--- src/rtl/olr_pkg.sv ---
`default_nettype none

package olr_pkg;

   localparam int CHAR_W  = 8;
   localparam int ADDR_W  = 15;
   localparam int DATA_W  = 8;
   localparam int VALUE_W = 24;
   localparam int COL_W   = 7;

   typedef logic [1:0] kind_type;

   localparam kind_type KIND_WRITE     = 2'd0;
   localparam kind_type KIND_LENGTH    = 2'd1;
   localparam kind_type KIND_START     = 2'd2;
   localparam kind_type KIND_OUT_RANGE = 2'd3;

   localparam logic [CHAR_W-1:0] CHAR_LF    = 8'h0A;
   localparam logic [CHAR_W-1:0] CHAR_TAB   = 8'h09;
   localparam logic [CHAR_W-1:0] CHAR_CR    = 8'h0D;
   localparam logic [CHAR_W-1:0] CHAR_SPACE = 8'h20;
   localparam logic [CHAR_W-1:0] CHAR_E     = 8'h45;
   localparam logic [CHAR_W-1:0] CHAR_CARET = 8'h5E;

   localparam logic [COL_W-1:0] COL_MAX         = 7'd127;
   localparam logic [COL_W-1:0] ADDR_FIRST_COL  = 7'd2;
   localparam logic [COL_W-1:0] ADDR_LAST_COL   = 7'd7;

   typedef struct packed {
      kind_type             kind;
      logic [ADDR_W-1:0]    address;
      logic [DATA_W-1:0]    data_byte;
      logic [VALUE_W-1:0]   value;
   } rsp_word_type;

endpackage

`default_nettype wire

--- src/rtl/olr_req_if.sv ---
`default_nettype none

interface olr_req_if;
   import olr_pkg::*;

   logic              valid;
   logic              ready;
   logic [CHAR_W-1:0] char_code;

   modport source (output valid, output char_code, input ready);
   modport sink   (input valid, input char_code, output ready);
endinterface

`default_nettype wire

--- src/rtl/olr_rsp_if.sv ---
`default_nettype none

interface olr_rsp_if;
   import olr_pkg::*;

   logic               valid;
   logic               ready;
   kind_type           kind;
   logic [ADDR_W-1:0]  address;
   logic [DATA_W-1:0]  data_byte;
   logic [VALUE_W-1:0] value;

   modport source (output valid, output kind, output address, output data_byte,
                   output value, input ready);
   modport sink   (input valid, input kind, input address, input data_byte,
                   input value, output ready);
endinterface

`default_nettype wire

--- src/rtl/object_record_loader.sv ---
`default_nettype none

// Absolute loader for a SIC-style object program. One text character enters per
// clock cycle while the request side is ready; its state update is a single pass
// of logic on the parse registers, and a result word (byte write, program length,
// start address or out-of-range address) is registered for the response channel.
// A two-word output buffer (result register plus skid register) lets characters
// keep flowing while a result waits; the request side stalls only when both
// words are held. Once the end record has been reported, all further characters
// are taken and ignored until reset.
module object_record_loader #(
   parameter int ADDRESS_BITS  = 15,
   parameter int DATA_COLUMN   = 12,
   parameter int LENGTH_COLUMN = 16
) (
   input  wire         clock,
   input  wire         reset,
   olr_req_if.sink     req_chan,
   olr_rsp_if.source   rsp_chan
);
   import olr_pkg::*;

   localparam logic [2:0] PH_HEADER     = 3'd0;
   localparam logic [2:0] PH_LINE       = 3'd1;
   localparam logic [2:0] PH_TEXT       = 3'd2;
   localparam logic [2:0] PH_TEXT_CARET = 3'd3;
   localparam logic [2:0] PH_ELINE      = 3'd4;

   localparam logic [COL_W-1:0] DATA_COL   = COL_W'(DATA_COLUMN);
   localparam logic [COL_W-1:0] LENGTH_COL = COL_W'(LENGTH_COLUMN);
   // Bits that must be clear for an address to fall inside memory.
   localparam logic [VALUE_W-1:0] RANGE_MASK =
      ~((VALUE_W'(1) << ADDRESS_BITS) - VALUE_W'(1));

   logic [2:0]         phase_ff, phase_in;
   logic [COL_W-1:0]   col_ff, col_in;
   logic [VALUE_W-1:0] load_ff, load_in;
   logic [VALUE_W-1:0] acc_ff, acc_in;
   logic               stop_ff, stop_in;
   logic               pend_ff, pend_in;
   logic               fin_ff, fin_in;

   logic               out_valid_ff, skid_valid_ff;
   rsp_word_type       out_ff, skid_ff;

   logic [CHAR_W-1:0]  ch;
   logic               accept;
   logic               pop;
   logic               is_hex;
   logic [3:0]         digit;
   logic               is_ws;
   logic               res_valid;
   rsp_word_type       res;
   logic [VALUE_W-1:0] base_val;
   logic               base_stop;

   function automatic rsp_word_type make_write(input logic [VALUE_W-1:0] addr,
                                               input logic [DATA_W-1:0]  data);
      rsp_word_type w;
      w = '0;
      if ((addr & RANGE_MASK) != '0) begin
         w.kind  = KIND_OUT_RANGE;
         w.value = addr;
      end else begin
         w.kind      = KIND_WRITE;
         w.address   = addr[ADDR_W-1:0];
         w.data_byte = data;
      end
      return w;
   endfunction

   assign ch     = req_chan.char_code;
   assign accept = req_chan.valid && req_chan.ready;
   assign pop    = out_valid_ff && rsp_chan.ready;

   assign req_chan.ready     = !skid_valid_ff;
   assign rsp_chan.valid     = out_valid_ff;
   assign rsp_chan.kind      = out_ff.kind;
   assign rsp_chan.address   = out_ff.address;
   assign rsp_chan.data_byte = out_ff.data_byte;
   assign rsp_chan.value     = out_ff.value;

   always_comb begin
      is_hex = 1'b1;
      digit  = 4'd0;
      if (ch >= 8'h30 && ch <= 8'h39) begin
         digit = 4'(ch - 8'h30);
      end else if (ch >= 8'h41 && ch <= 8'h46) begin
         digit = 4'(ch - 8'h37);
      end else if (ch >= 8'h61 && ch <= 8'h66) begin
         digit = 4'(ch - 8'h57);
      end else begin
         is_hex = 1'b0;
      end
   end

   assign is_ws = (ch == CHAR_SPACE) || (ch >= CHAR_TAB && ch <= CHAR_CR);

   always_comb begin
      phase_in  = phase_ff;
      col_in    = col_ff;
      load_in   = load_ff;
      acc_in    = acc_ff;
      stop_in   = stop_ff;
      pend_in   = pend_ff;
      fin_in    = fin_ff;
      res_valid = 1'b0;
      res       = '0;
      base_val  = '0;
      base_stop = 1'b0;

      if (fin_ff) begin
         // Everything after the end record is dropped.
      end else if (ch == CHAR_LF) begin
         if (col_ff != '0) begin
            if (phase_ff == PH_HEADER) begin
               res_valid = 1'b1;
               res.kind  = KIND_LENGTH;
               res.value = acc_ff;
            end else if (phase_ff == PH_ELINE) begin
               res_valid = 1'b1;
               res.kind  = KIND_START;
               res.value = load_ff;
               fin_in    = 1'b1;
            end else if (pend_ff && !stop_ff) begin
               // A lone digit left at the end of a line is written by itself.
               res_valid = 1'b1;
               res       = make_write(load_ff, acc_ff[DATA_W-1:0]);
               load_in   = load_ff + VALUE_W'(1);
            end
            phase_in = PH_LINE;
         end
         col_in  = '0;
         pend_in = 1'b0;
         stop_in = 1'b0;
      end else if (col_ff == '0 && is_ws) begin
         // Leading whitespace is skipped without counting a column.
      end else begin
         col_in = (col_ff < COL_MAX) ? col_ff + COL_W'(1) : COL_MAX;
         if (phase_ff == PH_HEADER) begin
            if (col_ff == LENGTH_COL) begin
               base_val  = '0;
               base_stop = 1'b0;
            end else begin
               base_val  = acc_ff;
               base_stop = stop_ff;
            end
            acc_in  = base_val;
            stop_in = base_stop;
            if (col_ff >= LENGTH_COL && !base_stop) begin
               if (!is_hex) begin
                  stop_in = 1'b1;
               end else begin
                  acc_in = {base_val[VALUE_W-5:0], digit};
               end
            end
         end else if (col_ff == '0) begin
            phase_in = (ch == CHAR_E) ? PH_ELINE : PH_TEXT;
         end else if (phase_ff != PH_ELINE && col_ff >= DATA_COL) begin
            if (!pend_ff) begin
               if (phase_ff == PH_TEXT_CARET && ch == CHAR_CARET) begin
                  phase_in = PH_TEXT;
               end else begin
                  phase_in = PH_TEXT;
                  pend_in  = 1'b1;
                  stop_in  = !is_hex;
                  acc_in   = is_hex ? VALUE_W'(digit) : '0;
               end
            end else begin
               pend_in  = 1'b0;
               phase_in = PH_TEXT_CARET;
               load_in  = load_ff + VALUE_W'(1);
               // A bad first digit drops the word but the address still moves on.
               if (!stop_ff) begin
                  res_valid = 1'b1;
                  res = make_write(load_ff,
                                   is_hex ? {acc_ff[3:0], digit} : acc_ff[DATA_W-1:0]);
               end
            end
         end else if (col_ff >= ADDR_FIRST_COL && col_ff <= ADDR_LAST_COL) begin
            if (col_ff == ADDR_FIRST_COL) begin
               base_val  = '0;
               base_stop = 1'b0;
            end else begin
               base_val  = load_ff;
               base_stop = stop_ff;
            end
            load_in = base_val;
            stop_in = base_stop;
            if (!base_stop) begin
               if (!is_hex) begin
                  stop_in = 1'b1;
               end else begin
                  load_in = {base_val[VALUE_W-5:0], digit};
               end
            end
         end
      end
   end

   always_ff @(posedge clock) begin
      if (reset) begin
         phase_ff <= PH_HEADER;
         col_ff   <= '0;
         load_ff  <= '0;
         acc_ff   <= '0;
         stop_ff  <= 1'b0;
         pend_ff  <= 1'b0;
         fin_ff   <= 1'b0;
      end else if (accept) begin
         phase_ff <= phase_in;
         col_ff   <= col_in;
         load_ff  <= load_in;
         acc_ff   <= acc_in;
         stop_ff  <= stop_in;
         pend_ff  <= pend_in;
         fin_ff   <= fin_in;
      end
   end

   always_ff @(posedge clock) begin
      if (reset) begin
         out_valid_ff  <= 1'b0;
         skid_valid_ff <= 1'b0;
      end else if (skid_valid_ff) begin
         if (pop) begin
            out_valid_ff  <= 1'b1;
            skid_valid_ff <= 1'b0;
         end
      end else if (accept && res_valid) begin
         if (!out_valid_ff || pop) begin
            out_valid_ff <= 1'b1;
         end else begin
            skid_valid_ff <= 1'b1;
         end
      end else if (pop) begin
         out_valid_ff <= 1'b0;
      end
   end

   always_ff @(posedge clock) begin
      if (skid_valid_ff) begin
         if (pop) begin
            out_ff <= skid_ff;
         end
      end else if (accept && res_valid) begin
         if (!out_valid_ff || pop) begin
            out_ff <= res;
         end else begin
            skid_ff <= res;
         end
      end
   end

   // The skid word is only ever filled behind a held result word.
   a_skid_behind_out: assert property (@(posedge clock) disable iff (reset)
      skid_valid_ff |-> out_valid_ff)
      else $error("skid word held without a result word");

   a_skid_fill: assert property (@(posedge clock) disable iff (reset)
      $rose(skid_valid_ff) |-> $past(out_valid_ff && !rsp_chan.ready))
      else $error("skid word filled while result register was free");

   a_finished_sticky: assert property (@(posedge clock) disable iff (reset)
      fin_ff |=> fin_ff)
      else $error("end of program flag cleared without reset");

   a_no_pair_at_line_start: assert property (@(posedge clock) disable iff (reset)
      (col_ff == '0) |-> !pend_ff)
      else $error("half a byte pending at the start of a line");

   a_write_word_clean: assert property (@(posedge clock) disable iff (reset)
      (out_valid_ff && out_ff.kind == KIND_WRITE) |-> (out_ff.value == '0))
      else $error("byte write word carries a value");

endmodule

`default_nettype wire
--- src/flat_wrapper.sv ---
// flat-port wrapper written by rule: the top's interface ports become plain ports
module object_record_loader_flat import olr_pkg::*;
#(
   parameter int ADDRESS_BITS  = 15,
   parameter int DATA_COLUMN   = 12,
   parameter int LENGTH_COLUMN = 16
)
  (clock, reset, req_chan_valid, req_chan_char_code, req_chan_ready, rsp_chan_valid, rsp_chan_kind, rsp_chan_address, rsp_chan_data_byte, rsp_chan_value, rsp_chan_ready);
  olr_req_if req_chan_i ();
  olr_rsp_if rsp_chan_i ();
  input  wire clock;
  input  wire reset;
  input wire logic [$bits(req_chan_i.valid)-1:0] req_chan_valid;
  input wire logic [$bits(req_chan_i.char_code)-1:0] req_chan_char_code;
  output wire logic [$bits(req_chan_i.ready)-1:0] req_chan_ready;
  output wire logic [$bits(rsp_chan_i.valid)-1:0] rsp_chan_valid;
  output wire logic [$bits(rsp_chan_i.kind)-1:0] rsp_chan_kind;
  output wire logic [$bits(rsp_chan_i.address)-1:0] rsp_chan_address;
  output wire logic [$bits(rsp_chan_i.data_byte)-1:0] rsp_chan_data_byte;
  output wire logic [$bits(rsp_chan_i.value)-1:0] rsp_chan_value;
  input wire logic [$bits(rsp_chan_i.ready)-1:0] rsp_chan_ready;
  assign req_chan_i.valid = req_chan_valid;
  assign req_chan_i.char_code = req_chan_char_code;
  assign req_chan_ready = req_chan_i.ready;
  assign rsp_chan_valid = rsp_chan_i.valid;
  assign rsp_chan_kind = rsp_chan_i.kind;
  assign rsp_chan_address = rsp_chan_i.address;
  assign rsp_chan_data_byte = rsp_chan_i.data_byte;
  assign rsp_chan_value = rsp_chan_i.value;
  assign rsp_chan_i.ready = rsp_chan_ready;
  object_record_loader #(.ADDRESS_BITS(ADDRESS_BITS), .DATA_COLUMN(DATA_COLUMN), .LENGTH_COLUMN(LENGTH_COLUMN)) u_core (.clock(clock), .reset(reset), .req_chan(req_chan_i), .rsp_chan(rsp_chan_i));
endmodule
--- config.mk ---
export PLATFORM = sky130hd
export DESIGN_NAME = object_record_loader_flat
export DESIGN_NICKNAME = d
export VERILOG_FILES = /design/src/rtl/olr_pkg.sv /design/src/rtl/olr_req_if.sv /design/src/rtl/olr_rsp_if.sv /design/src/rtl/object_record_loader.sv /design/src/flat_wrapper.sv
export SDC_FILE = /design/constraint.sdc
export NUM_CORES = 1
export LEC_CHECK = 0
export BUFFER_PORTS_ARGS = -buffer_cell sky130_fd_sc_hd__buf_2
export CAP_MARGIN = 40
export CORE_ASPECT_RATIO = 0.75
export CORE_UTILIZATION = 59
export CTS_CLUSTER_SIZE = 28
export DETAILED_ROUTE_END_ITERATION = 10
export GPL_ROUTABILITY_DRIVEN = 0
export PLACE_DENSITY_LB_ADDON = 0.25
export SETUP_SLACK_MARGIN = 0.1
export SKIP_CTS_REPAIR_TIMING = 1
export SYNTH_ARGS = -nofsm -noshare
export SYNTH_HDL_FRONTEND = slang
export SYNTH_SLANG_ARGS = --single-unit
export TNS_END_PERCENT = 30
--- constraint.sdc ---
create_clock -name clock -period 6 [get_ports clock]
set_input_delay 1.2 -clock clock [delete_from_list [all_inputs] [get_ports clock]]
set_output_delay 1.2 -clock clock [all_outputs]
set_load 0.03 [all_outputs]
==> results of run 1 <==
-- path summary, 6_finish.rpt --
path | startpoint | end | slack [ns]
worst min register to register | u_core.acc_ff[22] | u_core.acc_ff[22] | 0.49
worst max-delay path | req_chan_char_code[6] | u_core.load_ff[23] | 2.16
worst max register to register | u_core.col_ff[0] | u_core.rsp_chan.data_byte[6] | 2.95
worst min-delay path | u_core.acc_ff[22] | u_core.acc_ff[22] | 0.49
-- cell type report --
type | instances | share of cell area
Sequential cell | 161 | 0.453
Clock inverter | 15 | 0.0209
Tap cell | 175 | 0.0236
Timing Repair Buffer | 74 | 0.0476
Multi-Input combinational cell | 567 | 0.400
Clock buffer | 17 | 0.0458
Inverter | 21 | 0.00850
-- power by group through the flow --
| stage | Clock [mW] | Combinational, mW | Sequential, mW |
|---|---|---|---|
| floorplan | 0 | 0.0557 | 1.19 |
| finish | 1.14 | 0.0824 | 1.16 |
| detailed placement | 0 | 0.0788 | 1.19 |
| global route | 1.20 | 0.0881 | 1.16 |
| CTS | 1.15 | 0.0792 | 1.16 |
| global placement | 0 | 0.0741 | 1.19 |
-- metrics by stage --
| step | util | hold WS (ns) |
|---|---|---|
| detailed placement | 0.632 | 0.472 |
| floorplan | - | 0.449 |
| finish | 0.677 | 0.487 |
| global placement | 0.626 | 0.473 |
| CTS | 0.677 | 0.491 |
| global route | 0.677 | 0.533 |
-- worst max-delay path: cells and delay by family --
family          cells  cell delay, ns
compound gates      2            0.47
buf+inv             1            0.11
simple gates        4            2.39
-- synth_stat cells (all sizes together) (19+ instances only) --
cell,number,area (sq um)
nand3,22,115
buf,22,136
mux2i,19,203
mux2,19,214
nand2,68,255
dfxtp,63,1260
and2,21,131
inv,20,75.1
o31ai,26,195
a21oi,48,244
edfxtp,98,2940
clkbuf,38,143
nor3,35,175
o21ai,37,189
nor2,65,251
a22o,29,254
-- state kept, by name, indices dropped and copies added, names as in the netlist, 2 cells and up --
register,count
u_core.skid_ff,49
u_core.acc_ff,24
u_core.load_ff,24
u_core.rsp_chan.value,24
u_core.rsp_chan.address,15
u_core.rsp_chan.data_byte,8
u_core.col_ff,7
u_core.phase_ff,3
u_core.rsp_chan.kind,2
-- layout by cell type (no fill, tap or decap), drive strengths merged, types with 8 or more instances in the layout --
master,count
mux2i,19
a22oi,8
and2,21
o41ai,9
nor4,11
buf,74
inv,28
o31ai,26
ha,9
nand3,22
a21oi,48
nand2,68
clkbuf,17
mux2,19
nor3,35
dfxtp,63
edfxtp,98
nand4,9
nor2,65
a211oi,13
o21ai,37
a22o,29
-- metal layers --
layer / wire length (um) / global-route usage / up-vias
met4: 308 / 0.0923 / 0
met5: 0 / 0 / -
li1: - / - / 3181
met2: 9060 / 0.444 / 452
met3: 2210 / 0.0709 / 50
met1: 9260 / 0.431 / 3319
-- cell families (layout without fill, tap and decap cells) --
group                      after synthesis  in the layout
AOI/OAI and AO/OA                      237            237
xor gates and xnor gates                 3              3
adders and majority gates                9              9
buffers and inverters                   81            127
DFF                                    161            161
muxes                                   38             38
and+or+nand+nor                        280            280
==> metrics.md, run 1 <==
| Metric | Value |
|---|---|
| Vias per cell | `6.80` |
| PD cells | `258 nW/um^2` |
| Reg area | `4210 sq um` |
| # H-tree levels | `4` |
| Fin area | `9280 sq um` |
| Overall power | `2.39 mW` |
| Slowest cell on the critical path | `or4_1` |
| Internal power | `1.85 mW` |
| Rel. slew slack | `0.381` |
| Antenna-violating nets left | `0` |
| Simple-Gate Fraction of Synth Area | `0.173` |
| CP required | `6.34 ns` |
| Fin crit share | `0.639` |
| DRC viols | `8` |
| Status | `complete, but fails checks` |
| Largest stage delay, worst path | `0.69 ns` |
| Highest clock rate | `0.261 GHz` |
| Root buf cell | `clkbuf_16` |
| Clock Latency Late Sink | `0.42 ns` |
| Yosys warnings | `0` |
| EDFF count, synth | `98` |
| Port bufs | `62` |
| Sequential share of power | `0.487` |
| Die Footprint | `14500 sq um` |
| Area growth syn-to-layout | `12.5%` |
| TritonCTS clock tree | `yes` |
| Count of different cell masters after synthesis | `78` |
| Pins Over Slew Limit | `0` |
| # IOs | `63` |
| Post-Synthesis Cells | `809` |
| First-pass GRT wire length | `34000 um` |
| Ys flop type | `edfxtp_1` |
| Fin Setup TNS | `0 ns` |
| Critical path's most frequent cell | `nand2_1` |
| CP arrival | `4.17 ns` |
| Dpl cells | `998` |
| Adder-Cell Fraction of Synth Area | `0.0136` |
| Post-Synth XOR/XNOR Area | `0.00318` |
| Fillers | `1029` |
| Crit Path Max Fanout | `28` |
| WL final | `20800 um` |
| Core Footprint | `13700 sq um` |
| Total grt overflow | `0` |
| Tmin final | `3.84 ns` |
| Final worst setup slack | `2.16 ns` |
| Fin. Hold Viols | `0` |
| Failing checks | `design-rule violations` |
| DP Area | `8660 sq um` |
| Bufs on Longest Clock Path | `2` |
| Final Skew | `0.00902 ns` |
| WS Path Type | `input pin to flip-flop` |
| Starting Density | `0.602` |
| Ant. Diodes | `0` |
| Post-synthesis sequential area ratio | `0.510` |
| WL/cell | `20.2 um` |
| Largest net degree at the start of global routing | `67` |
| Die H | `104 um` |
| Rows | `37` |
| Post-synth net total | `830` |
| Post-synthesis mux area share | `0.0505` |
| Yosys reg bits | `161` |
| Worst Hold Depth | `1` |
| Critical Path, Cell by Cell | `buf_2 > nor3_1 > nand2_1 > o211ai_1 > nand2_1 > or4_1 > a41oi_1` |
| Hold Path Class | `flip-flop to flip-flop` |
| Die W | `139 um` |
| Post-Syn Area per Cell | `10.2 sq um` |
| Sink Count | `161` |
| Vias in the first global route | `6543` |
| Clock transition at path regs | `0.07 ns` |
| Antenna violations before repair | `0` |
| Psw | `0.538 mW` |
| Cell area after synthesis | `8250 sq um` |
| Gr usage total | `0.299` |
| Count of non-filler cells in the finished layout | `1030` |
| RSZ-0062 raised after global routing | `false` |
| Worst-margin pin slew | `0.926 ns` |
| Layout Nets | `863` |
| Switch share | `0.225` |
| Crit start category | `input pin` |
| CP endpoint kind | `flip-flop` |
| Max VDD drop | `229 uV` |
| Share of cells above drive strength 1 | `0.171` |
| Combinational family with the most area after synthesis | `compound AO/OA/AOI/OAI gates` |
| Compound-Gate Fraction of Synth Area | `0.207` |
| Multi-input gate area | `3710 sq um` |
| Register-to-Register Path Depth | `8` |
| Max-cap violations | `0` |
| TritonRoute pass-1 iters | `9` |
| DP Worst Slack | `1.80 ns` |
| Async SR Flop Fraction | `0` |
| HPWL Detailed | `14400 um` |
| Comb power frac | `0.034` |
| Clock buffer count from CTS | `17` |
| Number of DRC markers in iteration 0 | `1024` |
| Clock network fraction of design power | `0.478` |
| Lkg Pwr | `3.06 nW` |
| Final setup viols | `0` |
| Via count | `7002` |
Power figures use the tool's default switching activity.
==> run 2, diff against run 1 <==
clock period = 3.9 ns   (was 6 ns; I/O delays follow)
==> metrics.md, run 2 (synthesized netlist as in run 1, its figures left out) <==
| Metric | Value |
|---|---|
| DRC viols | `10` |
| Number of flip-flops in the largest register | `49` |
| WS Path Type | `flip-flop to flip-flop` |
| Vias per cell | `6.84` |
| Starting Density | `0.602` |
| Layout Nets | `868` |
| PD cells | `406 nW/um^2` |
| CP arrival | `3.41 ns` |
| TritonRoute pass-1 iters | `11` |
| Antenna violations before repair | `0` |
| HPWL Detailed | `14600 um` |
| Largest Register | `u_core.skid_ff` |
| Tmin final | `3.11 ns` |
| Final worst setup slack | `0.789 ns` |
| Max VDD drop | `301 uV` |
| Lkg Pwr | `3.09 nW` |
| Failing checks | `design-rule violations` |
| TritonCTS clock tree | `yes` |
| Clock transition at path regs | `0.07 ns` |
| Fin Setup TNS | `0 ns` |
| CP required | `4.20 ns` |
| Commonest non-fill, non-tap cell in the layout | `edfxtp_1` |
| Fin. Hold Viols | `0` |
| Crit Path Max Fanout | `16` |
| RSZ-0062 raised after global routing | `false` |
| Final Skew | `0.00612 ns` |
| Highest clock rate | `0.321 GHz` |
| First-pass GRT wire length | `34300 um` |
| Multi-input gate area | `3720 sq um` |
| WHS | `0.497 ns` |
| Sink Count | `161` |
| Rows | `37` |
| Pins Over Slew Limit | `0` |
| # IOs | `63` |
| Rel. slew slack | `0.378` |
| Reg area | `4210 sq um` |
| Number of DRC markers in iteration 0 | `1003` |
| Root buf cell | `clkbuf_16` |
| Crit start category | `flip-flop` |
| Clock buffer count from CTS | `17` |
| Critical Path, Cell by Cell | `inv_1 > ha_1 > nand2b_1 > nor2_4 > or4_1 > a21oi_2 > a21boi_0 > mux2_2` |
| Vias in the first global route | `6558` |
| Total grt overflow | `0` |
| DP Worst Slack | `0.526 ns` |
| Fillers | `1018` |
| Core Footprint | `13700 sq um` |
| Port bufs | `62` |
| # H-tree levels | `4` |
| Slowest cell on the critical path | `or4_1` |
| Fin crit share | `0.798` |
| Buffers & Inverters on Critical Path | `1` |
| WL final | `22000 um` |
| Hold Path Class | `flip-flop to flip-flop` |
| CP top delay family | `simple AND/OR/NAND/NOR gates` |
| Die H | `104 um` |
| Antenna-violating nets left | `0` |
| Share of cells above drive strength 1 | `0.179` |
| Clock Latency Late Sink | `0.43 ns` |
| Largest net degree at the start of global routing | `65` |
| Via count | `7084` |
| Worst-margin pin slew | `0.932 ns` |
| Commonest non-fill, non-tap cells in the layout | `edfxtp_1 (98), nand2_1 (68), nor2_1 (64)` |
| Final setup viols | `0` |
| WL/cell | `21.2 um` |
| Status | `complete, but fails checks` |
| CP endpoint kind | `flip-flop` |
| Area growth syn-to-layout | `13.3%` |
| Die Footprint | `14500 sq um` |
| Ant. Diodes | `0` |
| Bufs on Longest Clock Path | `2` |
| Die W | `139 um` |
| Max-cap violations | `0` |
| Largest stage delay, worst path | `0.72 ns` |
| Gr usage total | `0.306` |
-- run 2: metrics by stage --
stage / total power, mW / cells / cell area [sq um] / util
2_1_floorplan: 1.91 / 809 / 8270 / -
4_1_cts: 3.79 / 1034 / 9340 / 0.681
5_1_grt: 3.86 / 1035 / 9340 / 0.682
3_5_place_dp: 1.95 / 1002 / 8680 / 0.634
3_3_place_gp: 1.95 / 1002 / 8680 / 0.634
6_report: 3.79 / 1035 / 9340 / 0.682
-- run 2: final timing paths --
| check | from | end | slack, ns | depth (start not counted) |
|---|---|---|---|---|
| min | u_core.acc_ff[20] | u_core.acc_ff[20] | 0.50 | 1 |
| max | u_core.col_ff[0] | u_core.rsp_chan.data_byte[6] | 0.79 | 8 |
| max reg2reg | u_core.col_ff[0] | u_core.rsp_chan.data_byte[6] | 0.79 | 8 |
| min reg2reg | u_core.acc_ff[20] | u_core.acc_ff[20] | 0.50 | 1 |
-- run 2: power breakdown --
part	switching [mW]	leakage (nW)	internal [mW]
registers	0.00610	1.45	1.79
clock network	0.717	0.317	1.15
logic	0.0957	1.33	0.0359
-- run 2: cell type report --
type                       instances  area share
multi-input combinational        567       0.399
inverter                          21     0.00844
tap                              175      0.0234
sequential                       161       0.450
timing repair buffer              79      0.0495
clock buffer                      18      0.0459
clock inverter                    14      0.0241
-- run 2: metal layers --
layer	track usage	vias to the layer above	wire length, um	part of all wire
met5	0	-	0	0
met4	0.136	0	633	0.029
met3	0.0695	91	2450	0.11
met2	0.449	463	9580	0.44
met1	0.432	3337	9300	0.42
li1	-	3193	-	-
